File: src/rtl/mit_command_frame_encoder_defines.svh
// Assertion macros shared by the command frame encoder RTL.
// Included by the modules that carry concurrent checks; needs clk and rst_n in scope.
`ifndef MIT_COMMAND_FRAME_ENCODER_DEFINES_SVH
`define MIT_COMMAND_FRAME_ENCODER_DEFINES_SVH

// Check that is switched off while reset is asserted.
`define MCFE_ASSERT(label, prop, msg) \
    label: assert property (@(posedge clk) disable iff (!rst_n) prop) else $error(msg);

// Check that also runs during reset.
`define MCFE_ASSERT_RST(label, prop, msg) \
    label: assert property (@(posedge clk) prop) else $error(msg);

`endif

File: src/rtl/mcfe_pkg.sv
// Package for the command frame encoder: widths, lane indexes, fixed ranges and types.
// No dependencies; imported by every module of the block.
`timescale 1ns / 1ps
`default_nettype none

package mcfe_pkg;

    localparam int LANES     = 5;
    localparam int IN_W      = 32;
    localparam int LIM_W     = 30;
    localparam int ID_W      = 11;
    localparam int DEN_W     = LIM_W + 1;
    localparam int QUO_W     = 16;
    localparam int NARROW_W  = 12;
    localparam int NUM_W     = DEN_W + QUO_W;
    localparam int CFG_IDX_W = 2;
    localparam int IN_TDATA_W  = LANES * IN_W;
    localparam int OUT_TDATA_W = 80;

    localparam int LANE_POS = 0;
    localparam int LANE_VEL = 1;
    localparam int LANE_KP  = 2;
    localparam int LANE_KD  = 3;
    localparam int LANE_TFF = 4;

    // Stiffness 0..500 and damping 0..5 in Q16.16.
    localparam logic [DEN_W-1:0] STIFF_SPAN = DEN_W'(32768000);
    localparam logic [DEN_W-1:0] DAMP_SPAN  = DEN_W'(327680);

    localparam logic [ID_W-1:0]  COMMAND_ID_RST     = ID_W'(1);
    localparam logic [LIM_W-1:0] POSITION_LIMIT_RST = LIM_W'(819200);
    localparam logic [LIM_W-1:0] VELOCITY_LIMIT_RST = LIM_W'(3276800);
    localparam logic [LIM_W-1:0] TORQUE_LIMIT_RST   = LIM_W'(327680);

    typedef enum logic [CFG_IDX_W-1:0] {
        REG_COMMAND_ID     = 2'd0,
        REG_POSITION_LIMIT = 2'd1,
        REG_VELOCITY_LIMIT = 2'd2,
        REG_TORQUE_LIMIT   = 2'd3
    } cfg_reg_t;

    typedef struct packed {
        logic [ID_W-1:0]  command_id;
        logic [LIM_W-1:0] position_limit;
        logic [LIM_W-1:0] velocity_limit;
        logic [LIM_W-1:0] torque_limit;
    } cfg_t;

    typedef logic [LANES-1:0][DEN_W-1:0] den_vec_t;
    typedef logic [LANES-1:0][LIM_W-1:0] off_vec_t;
    typedef logic [LANES-1:0][IN_W-1:0]  in_vec_t;

    // Partial remainder and a shift word that feeds numerator bits out at the top
    // and collects quotient bits at the bottom.
    typedef struct packed {
        logic [DEN_W-1:0] rem;
        logic [QUO_W-1:0] shq;
    } div_lane_t;

    typedef struct packed {
        logic [LANES-1:0]            zero;
        div_lane_t [LANES-1:0]       lane;
    } div_word_t;

endpackage

`default_nettype wire

File: src/rtl/mcfe_div_step.sv
// One restoring division step for all lanes: one quotient bit per lane per stage.
// Depends on mcfe_pkg; instantiated once per quotient bit by the top level.
`timescale 1ns / 1ps
`default_nettype none

module mcfe_div_step
    import mcfe_pkg::*;
(
    input  wire logic      clk,
    input  wire logic      rst_n,
    input  wire den_vec_t  den,
    input  wire logic      in_valid,
    output logic           in_ready,
    input  wire div_word_t in_word,
    output logic           out_valid,
    input  wire logic      out_ready,
    output div_word_t      out_word
);

    logic      valid_reg;
    div_word_t word_reg, word_next;
    logic [LANES-1:0][DEN_W:0] trial;
    logic [LANES-1:0][DEN_W:0] diff;
    logic [LANES-1:0]          qbit;

    assign in_ready  = !valid_reg || out_ready;
    assign out_valid = valid_reg;
    assign out_word  = word_reg;

    always_comb
    begin
        word_next.zero = in_word.zero;
        for (int i = 0; i < LANES; i++)
        begin
            // The remainder stays below the divisor, so the shifted trial fits.
            trial[i] = {in_word.lane[i].rem, in_word.lane[i].shq[QUO_W-1]};
            diff[i]  = trial[i] - {1'b0, den[i]};
            qbit[i]  = (trial[i] >= {1'b0, den[i]});
            word_next.lane[i].rem = qbit[i] ? diff[i][DEN_W-1:0] : trial[i][DEN_W-1:0];
            word_next.lane[i].shq = {in_word.lane[i].shq[QUO_W-2:0], qbit[i]};
        end
    end

    always_ff @(posedge clk or negedge rst_n)
    begin
        if (!rst_n)
            valid_reg <= 1'b0;
        else if (in_ready)
            valid_reg <= in_valid;
    end

    always_ff @(posedge clk)
    begin
        if (in_ready)
            word_reg <= word_next;
    end

endmodule

`default_nettype wire

File: config.mk
export PLATFORM = sky130hd
export DESIGN_NAME = mcfe_div_step
export DESIGN_NICKNAME = d
export VERILOG_FILES = /design/src/rtl/mit_command_frame_encoder_defines.svh /design/src/rtl/mcfe_pkg.sv /design/src/rtl/mcfe_div_step.sv
export SDC_FILE = /design/constraint.sdc
export NUM_CORES = 1
export LEC_CHECK = 0
export CAP_MARGIN = 20
export CORE_AREA = 2 2 252 254
export CTS_CLUSTER_DIAMETER = 40
export CTS_CLUSTER_SIZE = 12
export DETAILED_ROUTE_END_ITERATION = 10
export DIE_AREA = 0 0 254 256
export DONT_BUFFER_PORTS = 1
export PLACE_DENSITY_LB_ADDON = 0.15
export SYNTH_ARGS = -nofsm -noshare
export SYNTH_HDL_FRONTEND = slang
export SYNTH_SLANG_ARGS = --single-unit
File: constraint.sdc
create_clock -name clk -period 26.2 [get_ports clk]
set_clock_uncertainty 0.1 [all_clocks]
set_input_delay 5.24 -clock clk [delete_from_list [all_inputs] [get_ports clk]]
set_output_delay 5.24 -clock clk [all_outputs]
set_load 0.01 [all_outputs]
==> results.rst, run 1 <==
.. list-table::
   :header-rows: 1

   * - Metric
     - Value
   * - TritonCTS Sinks
     - 241
   * - Vias per std cell
     - 5.044
   * - Synth Flop Type
     - sky130_fd_sc_hd__edfxtp_1
   * - Area fraction of the dominant cell type after synthesis
     - around two fifths
   * - Placed cells
     - 2631
   * - Post-synthesis instance total
     - 1831
   * - Ordered cell list for the critical path
     - nand2b_4
   * - TritonCTS clock tree
     - yes
   * - Final max-slew violation count
     - 0
   * - Yosys reg bits
     - 241
   * - Dominant delay contributor by cell family on the critical path
     - simple AND/OR/NAND/NOR gates
   * - Overall power after layout
     - approximately 1500 µW
   * - Cell variety after synth
     - 86
   * - Final standard cell utilization of the core
     - 32.31%
   * - Total number of vias
     - approximately 14000
   * - Syn Area/Cell
     - around 9.5 µm²
   * - Minimum period implied by the final worst setup slack
     - 10.77 ns
   * - Highest achievable clock rate
     - ~93 MHz
   * - Post-route ant nets
     - 0
   * - Remaining global-route overflow
     - 0
   * - Portion of total power attributed to combinational logic
     - approximately a fifth
   * - Number of setup violations in the final report
     - 0
   * - HPWL after detailed placement
     - 47580 µm
   * - Mapped Area
     - ~0.017 mm²
   * - Cts repair resizes
     - 0
   * - I/O pin count
     - 641
   * - Clock input transition at the sequential cells of the worst setup and hold paths
     - 0.05 ns
   * - Chip width
     - 254 µm
   * - Cell Rows
     - around 90
   * - Number of DRC violations after detailed-routing iteration 0
     - 718
   * - Class of the tightest hold or removal check
     - reg -> reg
   * - Total leakage power
     - between 0.008 and 0.009 µW
   * - Required time worst endpoint
     - 20.86 ns
   * - Fraction of layout cells with a size suffix above 1
     - 8.656%
   * - Net switching component of the power
     - 477.7 µW
   * - Post-Syn Nets
     - 2390
   * - Cell depth of the worst hold path
     - 2
   * - Most frequent cells in the layout
     - sky130_fd_sc_hd__edfxtp_1, sky130_fd_sc_hd__a21oi_1, sky130_fd_sc_hd__inv_1
   * - Die outline height
     - 256 µm
   * - Bufs on Longest Clock Path
     - 3
   * - Reg power frac
     - 37.1%
   * - Crit path kind
     - in -> out
   * - Metal3 WL
     - around 6500 µm
   * - Pin count of the biggest net entering global routing
     - 56
   * - Final Instance Count excl. Fillers
     - 2731
   * - Multi-input gate area
     - roughly 0.0093 mm²
   * - Clk pwr share
     - between 40% and 50%
   * - Most area-consuming cells after synthesis
     - sky130_fd_sc_hd__edfxtp_1, sky130_fd_sc_hd__ha_1, sky130_fd_sc_hd__a21oi_1
   * - IO buf count
     - 0
   * - Setup TNS
     - 0 ns
   * - Placement-stage worst setup slack
     - around 15 ns
   * - Sum of routed wire segments on met1
     - 21850 µm
   * - Maximum vdd drop
     - 0.04467 mV
   * - Clock Latency Late Sink
     - 0.59 ns
   * - Hold buffer count at cts
     - 0
   * - Cell count along the critical path
     - 1
   * - Routed wire per std cell
     - 21.61 µm
   * - Clock root buffer
     - sky130_fd_sc_hd__clkbuf_16
   * - First-pass GRT wire length
     - 86710 µm
   * - Area taken by flip-flops and latches
     - between 0.007 and 0.008 mm²
   * - Internal power component
     - approximately 1000 µW
   * - Placer congestion estimate
     - 0.8794
   * - Pin slew with the least headroom to its limit
     - 1.026 ns
   * - Die area
     - about 0.065 mm²
   * - Post-CTS Repair Setup Buffers
     - 0
   * - Count of filler cells inserted in the layout
     - approximately 6500
   * - Layout net count
     - 2399
   * - Sw frac
     - 31.52%
   * - CP max stage delay
     - 0.19 ns
   * - Drc violations
     - 0
   * - Max stage delay cell, worst path
     - sky130_fd_sc_hd__nand2b_4
   * - Met2 WL post-DR
     - 28440 µm
   * - Total routed wirelength
     - between 50000 and 60000 µm
   * - Initial Utilization
     - 28.01%
   * - Global router's overall resource usage
     - 17.52%
   * - Htree depth
     - 2
   * - Number of antenna violations at the first check in global routing
     - 10
   * - Layout-stage area growth over the synthesis result
     - 15.36%
   * - Part of the Yosys area used for sequential elements
     - approximately two fifths
   * - Fraction of registers with async set or reset after synthesis
     - 0.4149%
   * - Slew headroom
     - 31.33%
   * - Buf/Inv on CP
     - 0
   * - Power per unit of standard cell area
     - 75.19 mW/mm²
   * - Standard cell core area
     - about 0.062 mm²
   * - Hold Vio Cnt, Final
     - 0
   * - Number of global-route vias before repair
     - 14200
   * - Cells on worst reg2reg path
     - 5
   * - Number of enable-type register cells in the synthesized netlist
     - 240
   * - 1st-pass router iterations
     - 5
   * - Min setup slack post-route
     - 15.43 ns
   * - Max layer used
     - met5
   * - Synth warn
     - 0
   * - Number of buffers created by CTS
     - between 50 and 60
   * - Setup repair after global routing missed its margin
     - false
   * - Outcome
     - complete, no violations
   * - Count of max-cap constraint violations
     - 0
   * - Kind of launch point of the worst setup path
     - input port
   * - Arrival time worst endpoint
     - 5.43 ns
   * - Most common cell after layout, fill and taps aside
     - sky130_fd_sc_hd__edfxtp_1
   * - Worst setup EP type
     - output pin
   * - Cell taking the most area after synthesis
     - sky130_fd_sc_hd__edfxtp_1
   * - Share of the cycle needed by the critical path after routing
     - 41.11%
   * - Maximum fanout along the worst path
     - 2
==> final timing paths <==
kind                                 end      start  slack, ns
min in group asynchronous      out_valid      rst_n       4.23
hold reg to reg             out_word[43]  out_valid       1.12
setup / recovery                in_ready  out_ready      15.43
setup reg to reg           out_word[181]  out_valid      22.35
max in group asynchronous      out_valid      rst_n      21.70
hold / removal              out_word[43]  out_valid       1.12
==> per-stage QoR <==
| step | hold slack, ns | cell area, µm² |
|---|---|---|
| after floorplan | 4.844 | 17470 |
| after global placement | 1.135 | 18390 |
| after detailed placement | 1.127 | 18390 |
| after CTS | 1.160 | 20150 |
| after global routing | 1.187 | 20160 |
| final | 1.125 | 20160 |
==> state kept, by name, indices dropped and copies added (netlist names) <==
register	cells
out_valid	1
out_word	240
==> cell families (layout without fill, tap and decap cells) <==
| group | after synthesis | in the layout | share of synthesized area (%) |
|---|---|---|---|
| AO/OA/AOI/OAI | 545 | 545 | 19.96 |
| XOR/XNOR | 133 | 133 | 6.666 |
| adder cells (fa/ha/maj) | 160 | 160 | 11.67 |
| other | 0 | 2 | 0 |
| flip-flops | 241 | 241 | 41.39 |
| AND/OR/NAND/NOR | 463 | 463 | 12.34 |
| buffers and inverters | 250 | 302 | 5.471 |
| multiplexers | 39 | 39 | 2.513 |
==> layout make-up <==
cell class	instances	share of cell area, %
diodes	2	0.02483
clock buffers	56	6.635
clock inverters	42	2.092
inverters	196	3.650
multi-input cells	1340	46.17
flip-flops and latches	241	35.88
well taps	846	5.251
repair buffers	8	0.2979
==> metal layers <==
metal / vias to the layer above / GRT usage [%]
met4: 14 / 6.797
met3: 111 / 8.461
li1: 6655 / -
met1: 6510 / 18.46
met5: - / 0
met2: 486 / 29.93
==> power groups by stage <==
stage	registers, µW	logic [µW]	clock network [µW]
3_3_place_gp	573	290	0
4_1_cts	565	294	678
2_1_floorplan	554	229	0
3_5_place_dp	570	291	0
6_report	563	293	660
5_1_grt	569	330	695
==> cells in the mapped netlist, drive strengths merged, types with 25 or more instances <==
cell and count:
a21o 76, a21oi 200, clkbuf 38, edfxtp 240, ha 155, inv 196, mux2 39, nand2 118
nand3 31, nor2 172, nor2b 25, o21ai 105, xnor2 80, xor2 53
No activity file was read; power rests on OpenSTA's default activity.
==> run 2: changes to the inputs <==
==> constraint.sdc (replaced) <==
create_clock -name clk -period 10.2 [get_ports clk]
set_clock_uncertainty 0.1 [all_clocks]
set_input_delay 2.04 -clock clk [delete_from_list [all_inputs] [get_ports clk]]
set_output_delay 2.04 -clock clk [all_outputs]
set_load 0.01 [all_outputs]
==> results.rst, run 2 (synthesized netlist as in run 1, its figures left out) <==
.. list-table::
   :header-rows: 1

   * - Metric
     - Value
   * - Outcome
     - complete, no violations
   * - Highest achievable clock rate
     - 197.3 MHz
   * - Number of setup violations in the final report
     - 0 (unchanged)
   * - Count of filler cells inserted in the layout
     - 6521 (-0.015%)
   * - Remaining global-route overflow
     - 0 (unchanged)
   * - Count of max-cap constraint violations
     - 0 (unchanged)
   * - Area taken by flip-flops and latches
     - 0.007232 mm² (unchanged)
   * - Kind of launch point of the worst setup path
     - input port
   * - Bufs on Longest Clock Path
     - 3 (unchanged)
   * - Post-route ant nets
     - 0 (unchanged)
   * - Global router's overall resource usage
     - 17.50% (-0.023 points)
   * - Most common cell after layout, fill and taps aside
     - sky130_fd_sc_hd__edfxtp_1
   * - Vias per std cell
     - 5.077 (+0.65%)
   * - Number of buffers created by CTS
     - 52 (-1.9%)
   * - Crit path kind
     - in -> reg
   * - Htree depth
     - 2 (unchanged)
   * - 1st-pass router iterations
     - 6 (+1)
   * - Power per unit of standard cell area
     - 192.8 mW/mm² (+160%)
   * - Final standard cell utilization of the core
     - 32.28% (about the same)
   * - Setup TNS
     - 0 ns (unchanged)
   * - Number of DRC violations after detailed-routing iteration 0
     - 668 (-7.0%)
   * - Drc violations
     - 0 (unchanged)
   * - Initial Utilization
     - 28.01% (unchanged)
   * - Hold Vio Cnt, Final
     - 0 (unchanged)
   * - TritonCTS Sinks
     - 241 (unchanged)
   * - Worst setup EP type
     - flop
   * - Flip-flop count of the largest register, all copies and words added
     - 240 (unchanged)
   * - Hold buffer count at cts
     - 0 (unchanged)
   * - Cts repair resizes
     - 0 (unchanged)
   * - HPWL after detailed placement
     - 47850 µm (+0.55%)
   * - Class of the tightest hold or removal check
     - in -> async
   * - Minimum period implied by the final worst setup slack
     - 5.068 ns
   * - Fraction of layout cells with a size suffix above 1
     - 8.564% (-0.093 points)
   * - Number of antenna violations at the first check in global routing
     - 14 (+4)
   * - Die outline height
     - 256 µm (unchanged)
   * - Beginning of the critical path
     - in_word[15]
   * - Cell Rows
     - 92 (unchanged)
   * - Most frequent cells in the layout
     - sky130_fd_sc_hd__edfxtp_1, sky130_fd_sc_hd__a21oi_1, sky130_fd_sc_hd__inv_1
   * - TritonCTS clock tree
     - yes
   * - Final Instance Count excl. Fillers
     - 2730 (-0.037%)
   * - Overall power after layout
     - 3883 µW (+160%)
   * - Min setup slack post-route
     - 5.132 ns (-10.30 ns)
   * - Multi-input gate area
     - 0.009308 mm² (unchanged)
   * - Pin count of the biggest net entering global routing
     - 62 (+11%)
   * - First-pass GRT wire length
     - 86850 µm (+0.16%)
   * - Chip width
     - 254 µm (unchanged)
   * - Routed wire per std cell
     - 21.69 µm (+0.39%)
   * - Slew headroom
     - 29.75% (-1.6 points)
   * - Placement-stage worst setup slack
     - 4.472 ns (-10.96 ns)
   * - Total number of vias
     - 13860 (+0.62%)
   * - Final max-slew violation count
     - 0 (unchanged)
   * - Maximum fanout along the worst path
     - 55 (+53)
   * - Post-CTS Repair Setup Buffers
     - 0 (unchanged)
   * - Setup repair after global routing missed its margin
     - false
   * - Number of global-route vias before repair
     - 14110 (-0.62%)
   * - Maximum vdd drop
     - 0.1196 mV (+170%)
   * - Startpoint of the worst register-to-register path
     - out_valid
   * - Arrival time worst endpoint
     - 5.29 ns (-0.14 ns)
   * - Layout net count
     - 2396 (-0.13%)
   * - Placer congestion estimate
     - 0.8829 (+0.40%)
   * - Die area
     - 0.06502 mm² (unchanged)
   * - Layout-stage area growth over the synthesis result
     - 15.27% (about the same)
   * - Required time worst endpoint
     - 10.42 ns (-10.44 ns)
   * - Clock input transition at the sequential cells of the worst setup and hold paths
     - 0.06 ns (about the same)
   * - Clock Latency Late Sink
     - 0.59 ns (about the same)
   * - Standard cell core area
     - 0.06239 mm² (unchanged)
   * - Total leakage power
     - 0.008393 µW (-0.34%)
   * - Total routed wirelength
     - 59220 µm (+0.36%)
   * - Share of the cycle needed by the critical path after routing
     - between 40% and 50%
   * - Pin slew with the least headroom to its limit
     - 1.050 ns (+0.02356 ns)
   * - IO buf count
     - 0 (unchanged)
   * - Placed cells
     - 2629 (-0.076%)
   * - I/O pin count
     - 641 (unchanged)
   * - Clock root buffer
     - sky130_fd_sc_hd__clkbuf_16
-- run 2: critical path, cell delays in order --
cell                       delay (ns)
sky130_fd_sc_hd__inv_1           0.02
sky130_fd_sc_hd__ha_1            0.20
sky130_fd_sc_hd__fa_1            0.40
sky130_fd_sc_hd__nand2b_1        0.18
sky130_fd_sc_hd__a211oi_1        0.35
sky130_fd_sc_hd__o21ai_1         0.18
sky130_fd_sc_hd__o21bai_1        0.21
sky130_fd_sc_hd__a31oi_1         0.19
sky130_fd_sc_hd__a21oi_1         0.26
sky130_fd_sc_hd__nor2_1          0.10
sky130_fd_sc_hd__inv_2           0.68
sky130_fd_sc_hd__o21ai_0         0.15
sky130_fd_sc_hd__or3_1           0.33
-- run 2: path summary, 6_finish.rpt --
check                           endpoint  slack (ns)  cells after the start
min in group clk            out_word[10]        1.09                      1
setup reg to reg           out_word[131]        7.36                      3
hold reg to reg             out_word[10]        1.09                      1
max in group asynchronous      out_valid        8.89                      0
setup / recovery            out_word[45]        5.13                     13
hold / removal                 out_valid        1.04                      0
-- run 2: per-layer routing --
layer  vias to the layer above  wire (µm)  global-route usage (%)
met3                        95       5923                   7.444
met1                      6580      22470                   19.03
li1                       6652          -                       -
met4                        16       1177                   4.853
met5                         -        107                       0
met2                       518      29540                   30.84
-- run 2: layout make-up --
| cell class | count | area share (%) |
|---|---|---|
| Clock buffer | 56 | 6.641 |
| Antenna cell | 4 | 0.04970 |
| Clock inverter | 41 | 2.062 |
| Sequential cell | 241 | 35.91 |
| Timing Repair Buffer | 6 | 0.2236 |
| Multi-Input combinational cell | 1340 | 46.21 |
| Tap cell | 846 | 5.255 |
| Inverter | 196 | 3.653 |
-- run 2: through the flow --
stage                     cell area, µm²  hold slack [ns]
after floorplan                    17470            1.644
after global placement             18380            1.081
after detailed placement           18380            1.099
after CTS                          20130           0.9882
after global routing               20140            1.002
final                              20140            1.040
-- run 2: power breakdown --
part | leakage [µW] | internal (µW) | total, µW | switching, µW
combinational | 0.00515 | 310 | 753 | 443
clock | 0.000834 | 1070 | 1680 | 617
sequential | 0.00241 | 1290 | 1450 | 159
==> run 3: changes to the inputs <==
==> constraint.sdc (replaced) <==
create_clock -name clk -period 4.2 [get_ports clk]
set_clock_uncertainty 0.1 [all_clocks]
set_input_delay 0.84 -clock clk [delete_from_list [all_inputs] [get_ports clk]]
set_output_delay 0.84 -clock clk [all_outputs]
set_load 0.01 [all_outputs]
==> results.rst, run 3 (synthesized netlist as in run 1, its figures left out) <==
.. list-table::
   :header-rows: 1

   * - Metric
     - Value
   * - Number of antenna violations at the first check in global routing
     - 11 (-3)
   * - Total routed wirelength
     - 59610 µm (+0.67%)
   * - TritonCTS clock tree
     - yes
   * - Die outline height
     - 256 µm (unchanged)
   * - Final max-slew violation count
     - 0 (unchanged)
   * - Cell Rows
     - 92 (unchanged)
   * - Dominant delay contributor by cell family on the critical path
     - compound AO/OA/AOI/OAI gates
   * - Outcome
     - complete, no violations
   * - Global router's overall resource usage
     - 17.70% (+0.20 points)
   * - 1st-pass router iterations
     - 7 (+1)
   * - Clock Latency Late Sink
     - 0.56 ns (-0.03 ns)
   * - Met2 WL post-DR
     - 29570 µm (about the same)
   * - Endpoint of the worst hold path
     - out_word[156]
   * - Setup slack of the worst register-to-register path
     - 2.22 ns (-5.14 ns)
   * - Max layer used
     - met5
   * - Maximum vdd drop
     - 0.2880 mV (+140%)
   * - Total number of vias
     - 13900 (+0.29%)
   * - Min-delay src
     - in_word[155]
   * - Cells on worst reg2reg path
     - 2 (-1)
   * - First-pass GRT wire length
     - 88050 µm (+1.4%)
   * - Finished Cell Area
     - 0.02045 mm² (+1.5%)
   * - Share of the cycle needed by the critical path after routing
     - 84.18%
   * - Drc violations
     - 0 (unchanged)
   * - Bufs on Longest Clock Path
     - 3 (unchanged)
   * - Total cell area at the placement stage
     - 0.01861 mm² (+1.3%)
   * - Clock input transition at the sequential cells of the worst setup and hold paths
     - 0.06 ns (about the same)
   * - Pin slew with the least headroom to its limit
     - 0.8665 ns (-0.1836 ns)
   * - Metal3 WL
     - 6620 µm (+12%)
   * - CP max stage delay
     - 0.44 ns (-0.24 ns)
   * - Cts repair resizes
     - 0 (unchanged)
   * - Buf/Inv on CP
     - 3 (+1)
   * - HPWL after detailed placement
     - 48940 µm (+2.3%)
   * - Most common cell after layout, fill and taps aside
     - sky130_fd_sc_hd__edfxtp_1
   * - Maximum fanout along the worst path
     - 15 (-73%)
   * - Ordered cell list for the critical path
     - inv_1 > ha_1 > fa_1 > nor2b_1 > o211ai_1 > a311oi_1 > o31ai_2 > o21ai_1 > a21oi_1 > o21a_1 > inv_2 > buf_12 > mux2_2
   * - Most frequent cells in the layout
     - sky130_fd_sc_hd__edfxtp_1, sky130_fd_sc_hd__a21oi_1, sky130_fd_sc_hd__inv_1
   * - Arrival time worst endpoint
     - 3.74 ns (-1.55 ns)
   * - Sum of routed wire segments on met1
     - 22280 µm (-0.84%)
   * - Layout-stage area growth over the synthesis result
     - 17.01%
   * - Remaining global-route overflow
     - 0 (unchanged)
   * - Chip width
     - 254 µm (unchanged)
   * - Placer congestion estimate
     - 0.8875 (+0.52%)
   * - IO buf count
     - 0 (unchanged)
   * - TritonCTS Sinks
     - 241 (unchanged)
   * - Die area
     - 0.06502 mm² (unchanged)
   * - Routed wire per std cell
     - 21.69 µm (about the same)
   * - Number of global-route vias before repair
     - 14350 (+1.7%)
   * - Number of DRC violations after detailed-routing iteration 0
     - 721 (+7.9%)
   * - Crit Reg-Reg Endpoint
     - out_word[165]
   * - Count of filler cells inserted in the layout
     - 6472 (-0.75%)
   * - Vias per std cell
     - 5.057 (-0.40%)
   * - Pin count of the biggest net entering global routing
     - 77 (+24%)
   * - Power per unit of standard cell area
     - 472.1 mW/mm² (+140%)
   * - Setup repair after global routing missed its margin
     - false
   * - Htree depth
     - 2 (unchanged)
   * - Highest achievable clock rate
     - 282.8 MHz
   * - Startpoint of the worst register-to-register path
     - out_valid
   * - Number of setup violations in the final report
     - 0 (unchanged)
   * - Initial Utilization
     - 28.01% (unchanged)
   * - Required time worst endpoint
     - 4.40 ns (-6.02 ns)
   * - Standard cell core area
     - 0.06239 mm² (unchanged)
   * - Post-route ant nets
     - 0 (unchanged)
   * - Class of the tightest hold or removal check
     - in -> reg
   * - Worst setup EP type
     - flop
   * - Count of max-cap constraint violations
     - 0 (unchanged)
   * - Layout net count
     - 2417 (+0.88%)
   * - I/O pin count
     - 641 (unchanged)
   * - Hold Vio Cnt, Final
     - 0 (unchanged)
   * - Setup TNS
     - 0 ns (unchanged)
   * - Slew headroom
     - 42.24% (+12 points)
   * - Number of buffers created by CTS
     - 51 (-1.9%)
   * - Kind of launch point of the worst setup path
     - input port
   * - Crit path kind
     - in -> reg
   * - Max stage delay cell, worst path
     - sky130_fd_sc_hd__a311oi_1
   * - Minimum period implied by the final worst setup slack
     - 3.536 ns
   * - Clock root buffer
     - sky130_fd_sc_hd__clkbuf_16
   * - Flip-flop count of the largest register, all copies and words added
     - 240 (unchanged)
   * - Fraction of layout cells with a size suffix above 1
     - 9.531% (+0.97 points)
   * - Cell depth of the worst hold path
     - 0
   * - Total leakage power
     - 0.008569 µW (+2.1%)
## run 3: what timing repair did
item / 4_1_cts / 5_1_grt
endpoints found under the hold margin: 1 / 0
hold buffers: 1 / 0
setup buffers: 0 / 0
## run 3: worst reg2reg max path: stages, from the launching register on
cell and delay [ns]:
sky130_fd_sc_hd__dfrtp_1 0.45, sky130_fd_sc_hd__nand2b_4 0.51, sky130_fd_sc_hd__buf_12 0.39
## run 3: power by group
group	switching, µW	total (µW)	internal (µW)
sequential	388	3510	3120
clock	1400	4260	2860
combinational	1090	1880	793
## run 3: how the worst max path moves through the flow
stage	from	endpoint	slack, ns	depth (start not counted)
global route	den[35]	out_word[72]	0.38	11
global placement	in_word[203]	out_word[208]	0.21	13
CTS	in_word[15]	out_word[33]	0.75	13
floorplan	in_word[109]	out_word[128]	0.49	11
finish	in_word[203]	out_word[211]	0.66	13
detailed placement	in_word[15]	out_word[46]	0.14	13
## run 3: metrics by stage
stage	instances	power [µW]	setup slack [ns]	hold slack, ns	utilization, %
global placement	2650	5448	0.2122	0.4445	29.83
detailed placement	2650	5433	0.1377	0.4444	29.83
floorplan	1831	4854	0.4892	0.4444	-
CTS	2745	9782	0.7508	0.2106	32.76
global route	2746	10140	0.3795	0.2149	32.76
finish	2749	9653	0.6643	0.2622	32.77
## run 3: cell type report
cell class,count,area (µm²),area share [%]
Antenna cell,4,10.01,0.04896
Clock buffer,54,1287,6.297
Clock inverter,40,526.8,2.576
Inverter,196,735.7,3.598
Multi-Input combinational cell,1340,9308,45.52
Sequential cell,241,7232,35.37
Tap cell,846,1059,5.177
Timing Repair Buffer,28,287.8,1.407
## run 3: metal layers
metal | up-vias | GRT usage [%]
met4 | 12 | 3.840
met5 | - | 0
li1 | 6695 | -
met2 | 551 | 31.15
met1 | 6560 | 19.25
met3 | 83 | 8.227
